**config.mk**
```make
export PLATFORM = sky130hd
export DESIGN_NAME = bankers_deadlock_avoidance
export DESIGN_NICKNAME = d
export VERILOG_FILES = /design/src/rtl/core/bda_pkg.sv /design/src/rtl/core/bankers_deadlock_avoidance.sv
export SDC_FILE = /design/constraint.sdc
export NUM_CORES = 2
export LEC_CHECK = 0
export ABC_AREA = 1
export BUFFER_PORTS_ARGS = -buffer_cell sky130_fd_sc_hd__buf_2
export CAP_MARGIN = 30
export CORE_ASPECT_RATIO = 0.9
export CORE_UTILIZATION = 60
export CTS_CLUSTER_SIZE = 30
export DETAILED_ROUTE_END_ITERATION = 7
export GPL_ROUTABILITY_DRIVEN = 0
export PLACE_DENSITY_LB_ADDON = 0.12
export SLEW_MARGIN = 0
export SYNTH_ARGS = -nofsm -noshare
export SYNTH_HDL_FRONTEND = slang
export SYNTH_SLANG_ARGS = --single-unit
export TNS_END_PERCENT = 20
```
**constraint.sdc**
```tcl
create_clock -name clk -period 12 [get_ports clk]
set_clock_uncertainty 0.2 [all_clocks]
set_input_delay 1.2 -clock clk [delete_from_list [all_inputs] [get_ports clk]]
set_output_delay 1.2 -clock clk [all_outputs]
set_load 0.02 [all_outputs]
```
**src/rtl/core/bda_pkg.sv**
```systemverilog
// ----------------------------------------------------------------------------
// bda_pkg
// Shared types and fixed constants of the banker's algorithm resource manager:
// field widths, stream packing, operation and status codes, sequencer states.
// ----------------------------------------------------------------------------
package bda_pkg;

	// Fixed field widths
	localparam int MODE_W     = 2;
	localparam int PROC_W     = 4;
	localparam int AMT_W      = 8;
	localparam int TOT_W      = 12;
	localparam int KINDS      = 5;
	localparam int STATUS_W   = 2;
	localparam int CNT_OUT_W  = 5;
	localparam int CFG_IDX_W  = 3;

	// Stream payload widths, padded to whole bytes
	localparam int IN_DATA_W  = 88;
	localparam int OUT_DATA_W = 72;

	// Bit offsets inside the stream payloads
	localparam int IN_AMT_LSB     = PROC_W;
	localparam int IN_LIM_LSB     = PROC_W + KINDS * AMT_W;
	localparam int OUT_SAFE_BIT   = STATUS_W;
	localparam int OUT_CNT_LSB    = STATUS_W + 1;
	localparam int OUT_FREE_LSB   = STATUS_W + 1 + CNT_OUT_W;

	// Operation codes carried in the request
	localparam logic [MODE_W-1:0] MODE_LOAD    = 2'd0;
	localparam logic [MODE_W-1:0] MODE_REQUEST = 2'd1;
	localparam logic [MODE_W-1:0] MODE_SAFETY  = 2'd2;

	// Result status codes
	localparam logic [STATUS_W-1:0] STATUS_OK     = 2'd0;
	localparam logic [STATUS_W-1:0] STATUS_DENY   = 2'd1;
	localparam logic [STATUS_W-1:0] STATUS_REJECT = 2'd2;

	// Sequencer states
	typedef enum logic [2:0] {
		ST_IDLE,
		ST_ROW_RD,
		ST_LOAD,
		ST_REQ,
		ST_SAFE_INIT,
		ST_SAFE_SCAN,
		ST_DONE
	} state_t;

endpackage

```
**src/rtl/core/bankers_deadlock_avoidance.sv**
```systemverilog
// ----------------------------------------------------------------------------
// bankers_deadlock_avoidance
// Banker's algorithm resource manager: loads process rows, grants or denies
// resource requests and runs the safety check over a per-row compare/add unit.
// ----------------------------------------------------------------------------
// One request is taken at a time. A load or a resource request passes from
// acceptance through row read, check and write-back, and result hand-off
// before the sequencer is idle again; an unused mode or an out-of-range
// process goes straight to the hand-off. A safety check seeds the scan, then
// examines the rows NUM_PROCESSES per pass over the process table, for 1 to
// NUM_PROCESSES passes, the last pass ending early once every process has
// finished, and then hands off the result. The single read port of the
// held/need row memory sets the pace: through it the shared row unit examines
// one process per cycle. The hand-off waits while the previous result still
// blocks the output register. A finished result waits in the output register,
// and the next request is accepted while it waits.
module bankers_deadlock_avoidance #(
	parameter int NUM_PROCESSES = 16,
	parameter int NUM_RESOURCES = 5,
	parameter int COUNT_WIDTH   = 8
) (
	input  logic                              clk,
	input  logic                              arst_n,
	// request stream
	input  logic                              s_tvalid,
	output logic                              s_tready,
	// process, amount_0..amount_4, limit_0..limit_4, zero pad
	input  logic [bda_pkg::IN_DATA_W-1:0]     s_tdata,
	// mode
	input  logic [bda_pkg::MODE_W-1:0]        s_tuser,
	// result stream
	output logic                              m_tvalid,
	input  logic                              m_tready,
	// status, safe, finished_count, free_0..free_4, zero pad
	output logic [bda_pkg::OUT_DATA_W-1:0]    m_tdata,
	// configuration write port
	input  logic                              cfg_we,
	input  logic [bda_pkg::CFG_IDX_W-1:0]     cfg_index,
	input  logic [bda_pkg::TOT_W-1:0]         cfg_data
);

	localparam int PW   = $clog2(NUM_PROCESSES);
	localparam int CNTW = $clog2(NUM_PROCESSES + 1);
	localparam int AW   = (COUNT_WIDTH < bda_pkg::AMT_W) ? COUNT_WIDTH : bda_pkg::AMT_W;
	localparam int VW   = ((COUNT_WIDTH > bda_pkg::TOT_W) ? COUNT_WIDTH : bda_pkg::TOT_W) + 1;

	typedef logic [NUM_RESOURCES-1:0][COUNT_WIDTH-1:0] row_t;
	typedef logic [NUM_RESOURCES-1:0][bda_pkg::TOT_W-1:0] vec_t;

	bda_pkg::state_t state_q, state_d;

	// captured request
	logic [bda_pkg::MODE_W-1:0] mode_q;
	logic [bda_pkg::PROC_W-1:0] proc_q;
	row_t                       amt_q;
	row_t                       lim_q;
	row_t                       amt_in;
	row_t                       lim_in;
	logic                       proc_in_ok;
	logic                       proc_ok_q;

	// configuration and bookkeeping
	vec_t                       total_q;
	vec_t                       colsum_q;
	vec_t                       work_q;
	vec_t                       free_w;
	logic [NUM_PROCESSES-1:0]   finished_q;
	logic [CNTW-1:0]            count_q;
	logic [CNTW-1:0]            count_next;
	logic                       progress_q;
	logic [bda_pkg::STATUS_W-1:0] status_q;

	// row memory
	row_t                       held_mem [NUM_PROCESSES];
	row_t                       need_mem [NUM_PROCESSES];
	logic [NUM_PROCESSES-1:0]   row_vld_q;
	logic [PW-1:0]              rd_addr;
	row_t                       held_raw_s1;
	row_t                       need_raw_s1;
	logic                       row_vld_s1;
	row_t                       held_row;
	row_t                       need_row;
	logic                       wr_en;
	row_t                       wr_held;
	row_t                       wr_need;

	// safety scan
	logic [PW-1:0]              rd_idx_q;
	logic [PW-1:0]              eval_idx_s1;
	logic                       eval_vld_s1;
	logic                       eval_last;
	logic                       fit;
	logic                       scan_stop;

	// shared row unit
	vec_t                       lane_sum;
	logic                       load_bad;
	logic                       req_bad;
	logic                       fit_ok;

	// output register
	logic                       m_valid_q;
	logic [bda_pkg::STATUS_W-1:0] res_status_q;
	logic                       res_safe_q;
	logic [bda_pkg::CNT_OUT_W-1:0] res_count_q;
	vec_t                       res_free_q;
	logic                       out_load;

	// Unpack the request lanes, masked to the count width
	always_comb begin
		for (int k = 0; k < NUM_RESOURCES; k++) begin
			amt_in[k] = COUNT_WIDTH'(s_tdata[bda_pkg::IN_AMT_LSB + k * bda_pkg::AMT_W +: AW]);
			lim_in[k] = COUNT_WIDTH'(s_tdata[bda_pkg::IN_LIM_LSB + k * bda_pkg::AMT_W +: AW]);
		end
	end

	assign proc_in_ok = (32'(s_tdata[bda_pkg::PROC_W-1:0]) < NUM_PROCESSES);
	assign s_tready   = (state_q == bda_pkg::ST_IDLE);

	// Free count per kind, saturating at zero
	always_comb begin
		for (int k = 0; k < NUM_RESOURCES; k++) begin
			free_w[k] = (colsum_q[k] >= total_q[k]) ? '0 : total_q[k] - colsum_q[k];
		end
	end

	// Row memory read address: the addressed process, or the scan pointer
	assign rd_addr = (state_q == bda_pkg::ST_ROW_RD) ? PW'(proc_q) : rd_idx_q;

	// Row memory: one read and one write port, rows read as zero until loaded
	always_ff @(posedge clk) begin
		held_raw_s1 <= held_mem[rd_addr];
		need_raw_s1 <= need_mem[rd_addr];
		if (wr_en) begin
			held_mem[PW'(proc_q)] <= wr_held;
			need_mem[PW'(proc_q)] <= wr_need;
		end
	end

	assign held_row = row_vld_s1 ? held_raw_s1 : '0;
	assign need_row = row_vld_s1 ? need_raw_s1 : '0;

	// Shared row unit: one add/subtract lane and four comparators per kind
	always_comb begin
		logic [VW-1:0] opa;
		logic [VW-1:0] opb;
		logic [VW-1:0] opc;
		logic [VW-1:0] sum_e;
		logic [VW-1:0] amt_e;
		logic [VW-1:0] bound_e;
		load_bad = 1'b0;
		req_bad  = 1'b0;
		fit_ok   = 1'b1;
		wr_held  = '0;
		wr_need  = '0;
		for (int k = 0; k < NUM_RESOURCES; k++) begin
			amt_e = VW'(amt_q[k]);
			if (state_q == bda_pkg::ST_SAFE_SCAN) begin
				opa = VW'(work_q[k]);
				opb = VW'(held_row[k]);
				opc = '0;
			end else begin
				opa = VW'(colsum_q[k]);
				opb = amt_e;
				opc = (state_q == bda_pkg::ST_LOAD) ? VW'(held_row[k]) : '0;
			end
			sum_e       = opa + opb - opc;
			lane_sum[k] = bda_pkg::TOT_W'(sum_e);
			bound_e     = (state_q == bda_pkg::ST_LOAD) ? VW'(lim_q[k]) : VW'(need_row[k]);
			if (amt_e > bound_e || sum_e > VW'(total_q[k])) begin
				load_bad = 1'b1;
			end
			if (amt_e > bound_e || amt_e > VW'(free_w[k])) begin
				req_bad = 1'b1;
			end
			if (VW'(need_row[k]) > VW'(work_q[k])) begin
				fit_ok = 1'b0;
			end
			if (state_q == bda_pkg::ST_LOAD) begin
				wr_held[k] = amt_q[k];
				wr_need[k] = lim_q[k] - amt_q[k];
			end else begin
				wr_held[k] = held_row[k] + amt_q[k];
				wr_need[k] = need_row[k] - amt_q[k];
			end
		end
	end

	// Safety scan decisions for the row now evaluated
	assign eval_last  = (eval_idx_s1 == PW'(NUM_PROCESSES - 1));
	assign fit        = eval_vld_s1 && !finished_q[eval_idx_s1] && fit_ok;
	assign count_next = count_q + CNTW'(fit);
	assign scan_stop  = eval_vld_s1 &&
		((count_next == CNTW'(NUM_PROCESSES)) || (eval_last && !(progress_q || fit)));
	assign out_load   = !m_valid_q || m_tready;

	// Next state and strobes
	always_comb begin
		state_d = state_q;
		wr_en   = 1'b0;
		case (state_q)
			bda_pkg::ST_IDLE: begin
				if (s_tvalid) begin
					case (s_tuser)
						bda_pkg::MODE_LOAD,
						bda_pkg::MODE_REQUEST: state_d = proc_in_ok ? bda_pkg::ST_ROW_RD
						                                            : bda_pkg::ST_DONE;
						bda_pkg::MODE_SAFETY:  state_d = bda_pkg::ST_SAFE_INIT;
						default:               state_d = bda_pkg::ST_DONE;
					endcase
				end
			end
			bda_pkg::ST_ROW_RD: begin
				state_d = (mode_q == bda_pkg::MODE_LOAD) ? bda_pkg::ST_LOAD : bda_pkg::ST_REQ;
			end
			bda_pkg::ST_LOAD: begin
				wr_en   = !load_bad;
				state_d = bda_pkg::ST_DONE;
			end
			bda_pkg::ST_REQ: begin
				wr_en   = !req_bad;
				state_d = bda_pkg::ST_DONE;
			end
			bda_pkg::ST_SAFE_INIT: begin
				state_d = bda_pkg::ST_SAFE_SCAN;
			end
			bda_pkg::ST_SAFE_SCAN: begin
				if (scan_stop) begin
					state_d = bda_pkg::ST_DONE;
				end
			end
			bda_pkg::ST_DONE: begin
				if (out_load) begin
					state_d = bda_pkg::ST_IDLE;
				end
			end
			default: state_d = bda_pkg::ST_IDLE;
		endcase
	end

	// State register
	always_ff @(posedge clk or negedge arst_n) begin
		if (!arst_n) begin
			state_q <= bda_pkg::ST_IDLE;
		end else begin
			state_q <= state_d;
		end
	end

	// Capture the request payload
	always_ff @(posedge clk) begin
		if (s_tvalid && s_tready) begin
			mode_q    <= s_tuser;
			proc_q    <= s_tdata[bda_pkg::PROC_W-1:0];
			proc_ok_q <= proc_in_ok;
			amt_q     <= amt_in;
			lim_q     <= lim_in;
		end
	end

	// Hold the totals written over the configuration port
	always_ff @(posedge clk or negedge arst_n) begin
		if (!arst_n) begin
			total_q <= '0;
		end else begin
			for (int k = 0; k < NUM_RESOURCES; k++) begin
				if (cfg_we && cfg_index == bda_pkg::CFG_IDX_W'(k)) begin
					total_q[k] <= cfg_data;
				end
			end
		end
	end

	// Bookkeeping: column sums, row valid bits, status, safety scan state
	always_ff @(posedge clk or negedge arst_n) begin
		if (!arst_n) begin
			colsum_q    <= '0;
			row_vld_q   <= '0;
			finished_q  <= '0;
			count_q     <= '0;
			progress_q  <= 1'b0;
			status_q    <= bda_pkg::STATUS_OK;
			rd_idx_q    <= '0;
			eval_idx_s1 <= '0;
			eval_vld_s1 <= 1'b0;
			row_vld_s1  <= 1'b0;
			work_q      <= '0;
		end else begin
			row_vld_s1  <= row_vld_q[rd_addr];
			eval_idx_s1 <= rd_addr;
			eval_vld_s1 <= (state_q == bda_pkg::ST_SAFE_SCAN) && !scan_stop;

			// start of a request: out-of-range processes fail here
			if (s_tvalid && s_tready) begin
				count_q <= '0;
				if (!proc_in_ok && s_tuser == bda_pkg::MODE_LOAD) begin
					status_q <= bda_pkg::STATUS_REJECT;
				end else if (!proc_in_ok && s_tuser == bda_pkg::MODE_REQUEST) begin
					status_q <= bda_pkg::STATUS_DENY;
				end else begin
					status_q <= bda_pkg::STATUS_OK;
				end
			end

			// commit or refuse a load or a request
			if (state_q == bda_pkg::ST_LOAD && load_bad) begin
				status_q <= bda_pkg::STATUS_REJECT;
			end
			if (state_q == bda_pkg::ST_REQ && req_bad) begin
				status_q <= bda_pkg::STATUS_DENY;
			end
			if (wr_en) begin
				colsum_q                <= lane_sum;
				row_vld_q[PW'(proc_q)]  <= 1'b1;
			end

			// seed the safety scan from the free vector
			if (state_q == bda_pkg::ST_SAFE_INIT) begin
				work_q     <= free_w;
				finished_q <= '0;
				count_q    <= '0;
				progress_q <= 1'b0;
				rd_idx_q   <= '0;
			end

			// advance the scan one row per cycle
			if (state_q == bda_pkg::ST_SAFE_SCAN) begin
				rd_idx_q <= (rd_idx_q == PW'(NUM_PROCESSES - 1)) ? '0 : rd_idx_q + PW'(1);
				if (fit) begin
					work_q                  <= lane_sum;
					finished_q[eval_idx_s1] <= 1'b1;
					count_q                 <= count_next;
				end
				if (eval_vld_s1) begin
					progress_q <= eval_last ? 1'b0 : (progress_q || fit);
				end
			end
		end
	end

	// Output register
	always_ff @(posedge clk or negedge arst_n) begin
		if (!arst_n) begin
			m_valid_q <= 1'b0;
		end else if (state_q == bda_pkg::ST_DONE && out_load) begin
			m_valid_q <= 1'b1;
		end else if (m_tready) begin
			m_valid_q <= 1'b0;
		end
	end

	always_ff @(posedge clk) begin
		if (state_q == bda_pkg::ST_DONE && out_load) begin
			res_status_q <= status_q;
			res_safe_q   <= (mode_q == bda_pkg::MODE_SAFETY) &&
			                (count_q == CNTW'(NUM_PROCESSES));
			res_count_q  <= bda_pkg::CNT_OUT_W'(count_q);
			res_free_q   <= free_w;
		end
	end

	// Pack the result
	always_comb begin
		m_tdata = '0;
		m_tdata[bda_pkg::STATUS_W-1:0] = res_status_q;
		m_tdata[bda_pkg::OUT_SAFE_BIT] = res_safe_q;
		m_tdata[bda_pkg::OUT_CNT_LSB +: bda_pkg::CNT_OUT_W] = res_count_q;
		for (int k = 0; k < NUM_RESOURCES; k++) begin
			m_tdata[bda_pkg::OUT_FREE_LSB + k * bda_pkg::TOT_W +: bda_pkg::TOT_W] = res_free_q[k];
		end
	end

	assign m_tvalid = m_valid_q;

`ifndef SYNTHESIS
	// Finished count always matches the finished marks during a scan
	a_count_marks: assert property (@(posedge clk) disable iff (!arst_n)
		(state_q == bda_pkg::ST_SAFE_SCAN) |-> ($countones(finished_q) == 32'(count_q)))
		else $error("finished count out of step with finished marks");

	// Row writes only target a process inside the table
	a_write_range: assert property (@(posedge clk) disable iff (!arst_n)
		wr_en |-> proc_ok_q)
		else $error("row write to a process out of range");

	// A rejected load leaves the column sums untouched
	a_reject_stable: assert property (@(posedge clk) disable iff (!arst_n)
		(state_q == bda_pkg::ST_LOAD && load_bad) |=> $stable(colsum_q))
		else $error("column sums changed on a rejected load");

	// A refused request leaves the column sums untouched
	a_deny_stable: assert property (@(posedge clk) disable iff (!arst_n)
		(state_q == bda_pkg::ST_REQ && req_bad) |=> $stable(colsum_q))
		else $error("column sums changed on a denied request");

	// The scan never counts more processes than the table holds
	a_count_bound: assert property (@(posedge clk) disable iff (!arst_n)
		(state_q == bda_pkg::ST_SAFE_SCAN) |-> (32'(count_q) <= NUM_PROCESSES))
		else $error("finished count beyond process count");
`endif

endmodule

```
After elaboration in Yosys (flattened, before gate mapping)

Memories as Yosys holds them, arrays and structs flattened. A register that Yosys moved wholly into a read port is not among the register bits.
Cells that the tools add are included.

Register bits after elaboration: 388
Bits of input ports: 110
RAM bits: 1280
Memories: 2

Memories:

| memory   | depth | width | rd ports | clocked after memory_dff | wr ports | RTL line                         | RTL |
|---|---|---|---|---|---|---|---|
| held_mem | 16    | 40    | 1        | 1                        | 1        | bankers_deadlock_avoidance.sv:74 | `row_t held_mem [NUM_PROCESSES];` |
| need_mem | 16    | 40    | 1        | 1                        | 1        | bankers_deadlock_avoidance.sv:75 | `row_t need_mem [NUM_PROCESSES];` |

Magnitude comparators: 30
Bitwise operators: 2
Muxes and demuxes: 97
Add/subtract/negate cells: 32
Reductions and logical operators: 46
Equality and inequality tests: 20

Operators with widths:

| operator                                            | number |
|---|---|
| two-way mux 8 bit                                   | 30 |
| two-way mux 60 bit                                  | 3 |
| > comparator 8 x 12 -> 1 bit                        | 10 |
| two-way mux 12 bit                                  | 10 |
| two-way mux 40 bit                                  | 2 |
| subtractor 8 bit                                    | 10 |
| adder 13 bit                                        | 5 |
| > comparator 13 x 12 -> 1 bit                       | 5 |
| subtractor 13 bit                                   | 5 |
| >= comparator 12 bit                                | 5 |
| subtractor 12 bit                                   | 5 |
| two-way mux 16 bit                                  | 3 |
| adder 8 bit                                         | 5 |
| > comparator 8 bit                                  | 5 |
| OR 16 bit                                           | 2 |
| two-way mux 1 bit                                   | 28 |
| two-way mux 5 bit                                   | 4 |
| one-hot mux 3 bit (6 select lines)                  | 1 |
| logical AND 1 bit                                   | 17 |
| two-way mux 4 bit                                   | 4 |
| < comparator 4 x 5 -> 1 bit, second input constant  | 3 |
| logical OR 1 bit                                    | 13 |
| equality test 3 x 2 -> 1 bit, second input constant | 4 |
| equality test 3 bit, second input constant          | 4 |
| 22 further kinds                                    | 44 |

Logic depth before layout (Yosys ltp)

Depth in word-level cells: 15
Depth in mapped cells: 38
Gate-level depth less buffers: 33

Least setup slack after synthesis

OpenSTA, ideal clock, no wires.

Kind: flip-flop to flip-flop
Start point: register state_q[1]
End point: memory held_mem[10][0] (netlist bit), enable pin
Clock period less this slack: 9.383 ns
Stages on the path, launching flop included: 32
Buffers on the path: 4
Library setup time: 0.544 ns
Path slack: 2.617 ns
Arrival time: 8.639 ns
Cell sequence: dfrtp_1 > nand2_1 > nor2_1 > inv_1 > clkbuf_1 > clkbuf_1 > buf_1 > nor2_1 > fa_1 > inv_1 > ha_1 > a21o_1 > nor2_1 > nand2_1 > a31o_2 > nand2_1 > nand2_1 > a21oi_1 > xor2_1 > inv_1 > ha_1 > inv_1 > nor2_1 > nand4_1 > nand2_1 > nand2_1 > inv_1 > nand4_1 > nor2_1 > nand4_1 > clkbuf_1 > a21oi_1

RTL lines:

| what                   | RTL line                          | RTL |
|---|---|---|
| start, declared        | bankers_deadlock_avoidance.sv:50  | `bda_pkg::state_t state_q, state_d;` |
| start signal, assigned | bankers_deadlock_avoidance.sv:244 | `state_q <= bda_pkg::ST_IDLE;` |
| start signal, assigned | bankers_deadlock_avoidance.sv:246 | `state_q <= state_d;` |
| end, declared          | bankers_deadlock_avoidance.sv:74  |  |

==> run_results.csv <==
group,metric,value,unit
run_status,outcome,"finished with violations",
run_status,violations,"DRC",
sta,fmax,115,MHz
hold_path,min_from,"row_vld_q[11]",
critical_path,arrival,8.94,ns
synthesis,seq_area_frac_synth,0.609,
critical_path,cp-end-kind,"flop",
critical_path,start_kind,"flop",
floorplanning,rows,129,
synthesis,synth_enable_flop_cells,1434,
route,wl_met1,98400,um
critical_path,worstReg2RegStart,"state_q[2]",
route,dr.first_iter.drc_count,7743,
clock_tree,clk_path_buf_depth,3,
clock_tree,clock_tree.root_cell,"clkbuf_16",
sta,period_minus_slack,8.73,ns
clock_tree,worstSkewPairLatency,0.84,ns
synthesis,synth-seq-cells,1748,
grt,antenna_found_initial,6,
route,drc_errors,2,
synthesis,async_flop_share,0.134,
grt,grt_use_total,0.330,
sta,whs,0.253,ns
critical_path,cp_data_required_time,12.21,ns
critical_path,r2r_end,"held_mem[10][19]",
synthesis,avgSynthCellArea,10.5,sq um
floorplanning,initial_core_util,0.604,
clock_tree,holdBufCountCts,0,
clock_tree,path_clk_slew,0.06,ns
clock_tree,h-tree-depth,4,
critical_path,cpPeakStageDelay,0.80,ns
route,routed_wl,232000,um
route,drtPass1Iterations,8,
finish,finalNonFillerCells,10000,
finish,drive_above_1_share,0.0781,
sta,rsz0062_at_grt,"false",
floorplanning,io_pins,184,
place,io_buffer_count,175,
route,top_layer,"met5",
floorplanning,die-area,140000,sq um
place,place_inst,9672,
route,met2_length,101000,um
synthesis,syn_inst,7918,
critical_path,crit_buf_inv,10,
critical_path,critPathKind,"reg -> reg",
sta,setup_violations,0,
route,route.vias.total,60500,
sta,post-route-period-util,0.727,
route,ant_nets,0,
critical_path,worst_path_max_delay_cell,"buf_4",
place,place_ws,3.49,ns
sta,setup_slack,3.27,ns
clock_tree,cts_tree,"done",
critical_path,reg2reg_depth,30,
critical_path,cp_max_fo,88,
sta,hold_viol_final,0,
floorplanning,dieHeight,355,um
finish,final_nets,8562,
critical_path,critPathTopFamily,"buffers and inverters",
finish,nFillCells,10300,
grt,grt_overflow,0,
floorplanning,core-area,137000,sq um
finish,syn_to_final_growth,10.7,%
hold_path,min_path_type,"reg -> reg",
sta,worstMarginPinSlew,1.21,ns
clock_tree,cts-resized-gates,0,
sta,setup_tns,0,ns
grt,grt_pass1_vias,57100,
hold_path,hold-path-endpoint,"row_vld_q[11]",
sta,slew_violations,0,
route,viasPerCell,6.05,
clock_tree,cts_buffers,173,
hold_path,whs_path_depth,2,
critical_path,r2r_slack,3.27,ns
sta,slew_headroom,0.193,
grt,grt_max_degree,216,
clock_tree,post_cts_buffers,0,
place,hpwlAfterDp,142000,um
synthesis,synth_top_flop_cell,"edfxtp_1",
clock_tree,cts_sinks,1748,
job,cap_violations,0,
critical_path,path_common_cell,"buf_4",
grt,grt_pass1_wl,349000,um
synthesis,netlist_area,83000,sq um
synthesis,ys.warnings.count,0,
critical_path,critical_path.startpoint,"state_q[2]",
floorplanning,dieWidth,394,um
synthesis,synth_cell_type_count,53,
route,wl_per_cell,23.2,um
route,met3_length,25900,um
==> worst max path at each step <==
stage | to | slack [ns] | cells past startpoint
floorplan | held_mem[10][0] | 2.62 | 31
global placement | need_mem[11][25] | 3.55 | 30
detailed placement | need_mem[11][25] | 3.49 | 30
CTS | held_mem[11][19] | 3.43 | 30
global route | held_mem[5][4] | 2.86 | 30
finish | held_mem[10][19] | 3.27 | 30
==> placed cells by master, fill, tap and decap left out, types with 233 or more instances in the layout <==
| master | netlist | layout |
|---|---|---|
| edfxtp_1 | 1434 | 1434 |
| nand2_1 | 1138 | 1137 |
| o21ai_0 | 1022 | 1020 |
| nor2_1 | 967 | 963 |
| inv_1 | 885 | 881 |
| ha_1 | 378 | 378 |
| a21oi_1 | 309 | 293 |
| nand3_1 | 270 | 270 |
| o221ai_1 | 235 | 235 |
| dfrtp_1 | 234 | 233 |
==> flip-flops by register name, summed over array words and instances (netlist names), 5 cells and up <==
register and flops:
lim_q 40, need_raw_s1 40, need_mem 640, m_tdata 60, total_q 60, count_q 5
held_raw_s1 40, held_mem 640, res_count_q 5, amt_q 40, work_q 60, finished_q 16
row_vld_q 16, colsum_q 60
==> worst min-delay path: cells and delay by family, from the launching register on <==
kind	cells	cell delay (ns)
buf+inv	1	0.05
simple gates	1	0.05
flops	1	0.32
==> metrics by stage <==
stage	util	cell area [sq um]
detailed placement	0.627	86100
floorplan	-	83000
CTS	0.668	91800
global placement	0.626	85900
global route	0.669	91800
finish	0.669	91800
==> layout make-up <==
cell class / count / area (sq um) / share of cell area
diodes: 2 / 5.00 / 0.0000545
clock buffers: 233 / 4690 / 0.0510
clock inverters: 89 / 981 / 0.0107
inverters: 897 / 3400 / 0.0370
multi-input cells: 4890 / 27900 / 0.304
flip-flops and latches: 1748 / 50500 / 0.550
well taps: 1834 / 2290 / 0.0250
repair buffers: 309 / 2080 / 0.0226
==> synthesized netlist by cell type, types with 7 or more instances <==
library cell	number	area share
edfxtp_1	1434	0.52
o221ai_1	235	0.025
inv_1	885	0.040
o21ai_0	1022	0.062
xor2_1	97	0.010
ha_1	378	0.057
fa_1	55	0.013
dfxtp_1	80	0.019
buf_2	30	0.0018
buf_4	7	0.00063
nand2_1	1138	0.051
o21bai_1	16	0.0014
xnor2_1	24	0.0025
inv_2	12	0.00054
a211oi_1	7	0.00063
a21oi_1	309	0.019
o22ai_1	107	0.0081
nand4_1	47	0.0035
a21o_1	15	0.0014
o211ai_1	94	0.0085
clkbuf_1	320	0.014
nand3b_1	10	0.00090
dfrtp_1	234	0.071
nand3_1	270	0.016
o21a_1	9	0.00081
buf_1	24	0.0011
nor2_1	967	0.044
nor3_1	17	0.0010
==> layer usage <==
metal / global-route usage / up-vias
li1: - / 27700
met4: 0.100 / 2
met1: 0.491 / 29200
met5: 0 / -
met2: 0.492 / 3117
met3: 0.0649 / 398
==> cell families (layout without fill, tap and decap cells) <==
logic type | count (synthesis) | after routing | share of synthesized area
buffers and inverters | 1283 | 1528 | 0.0593
other | 1 | 6 | 0.0000452
xor gates and xnor gates | 121 | 121 | 0.0128
and+or+nand+nor | 2483 | 2483 | 0.120
AOI/OAI and AO/OA | 1849 | 1849 | 0.129
adders and majority gates | 433 | 433 | 0.0703
DFF | 1748 | 1748 | 0.609
Power is left out: the tool's default activity adds up to more than one toggle a clock period on the data nets, which glitch-free logic cannot reach.
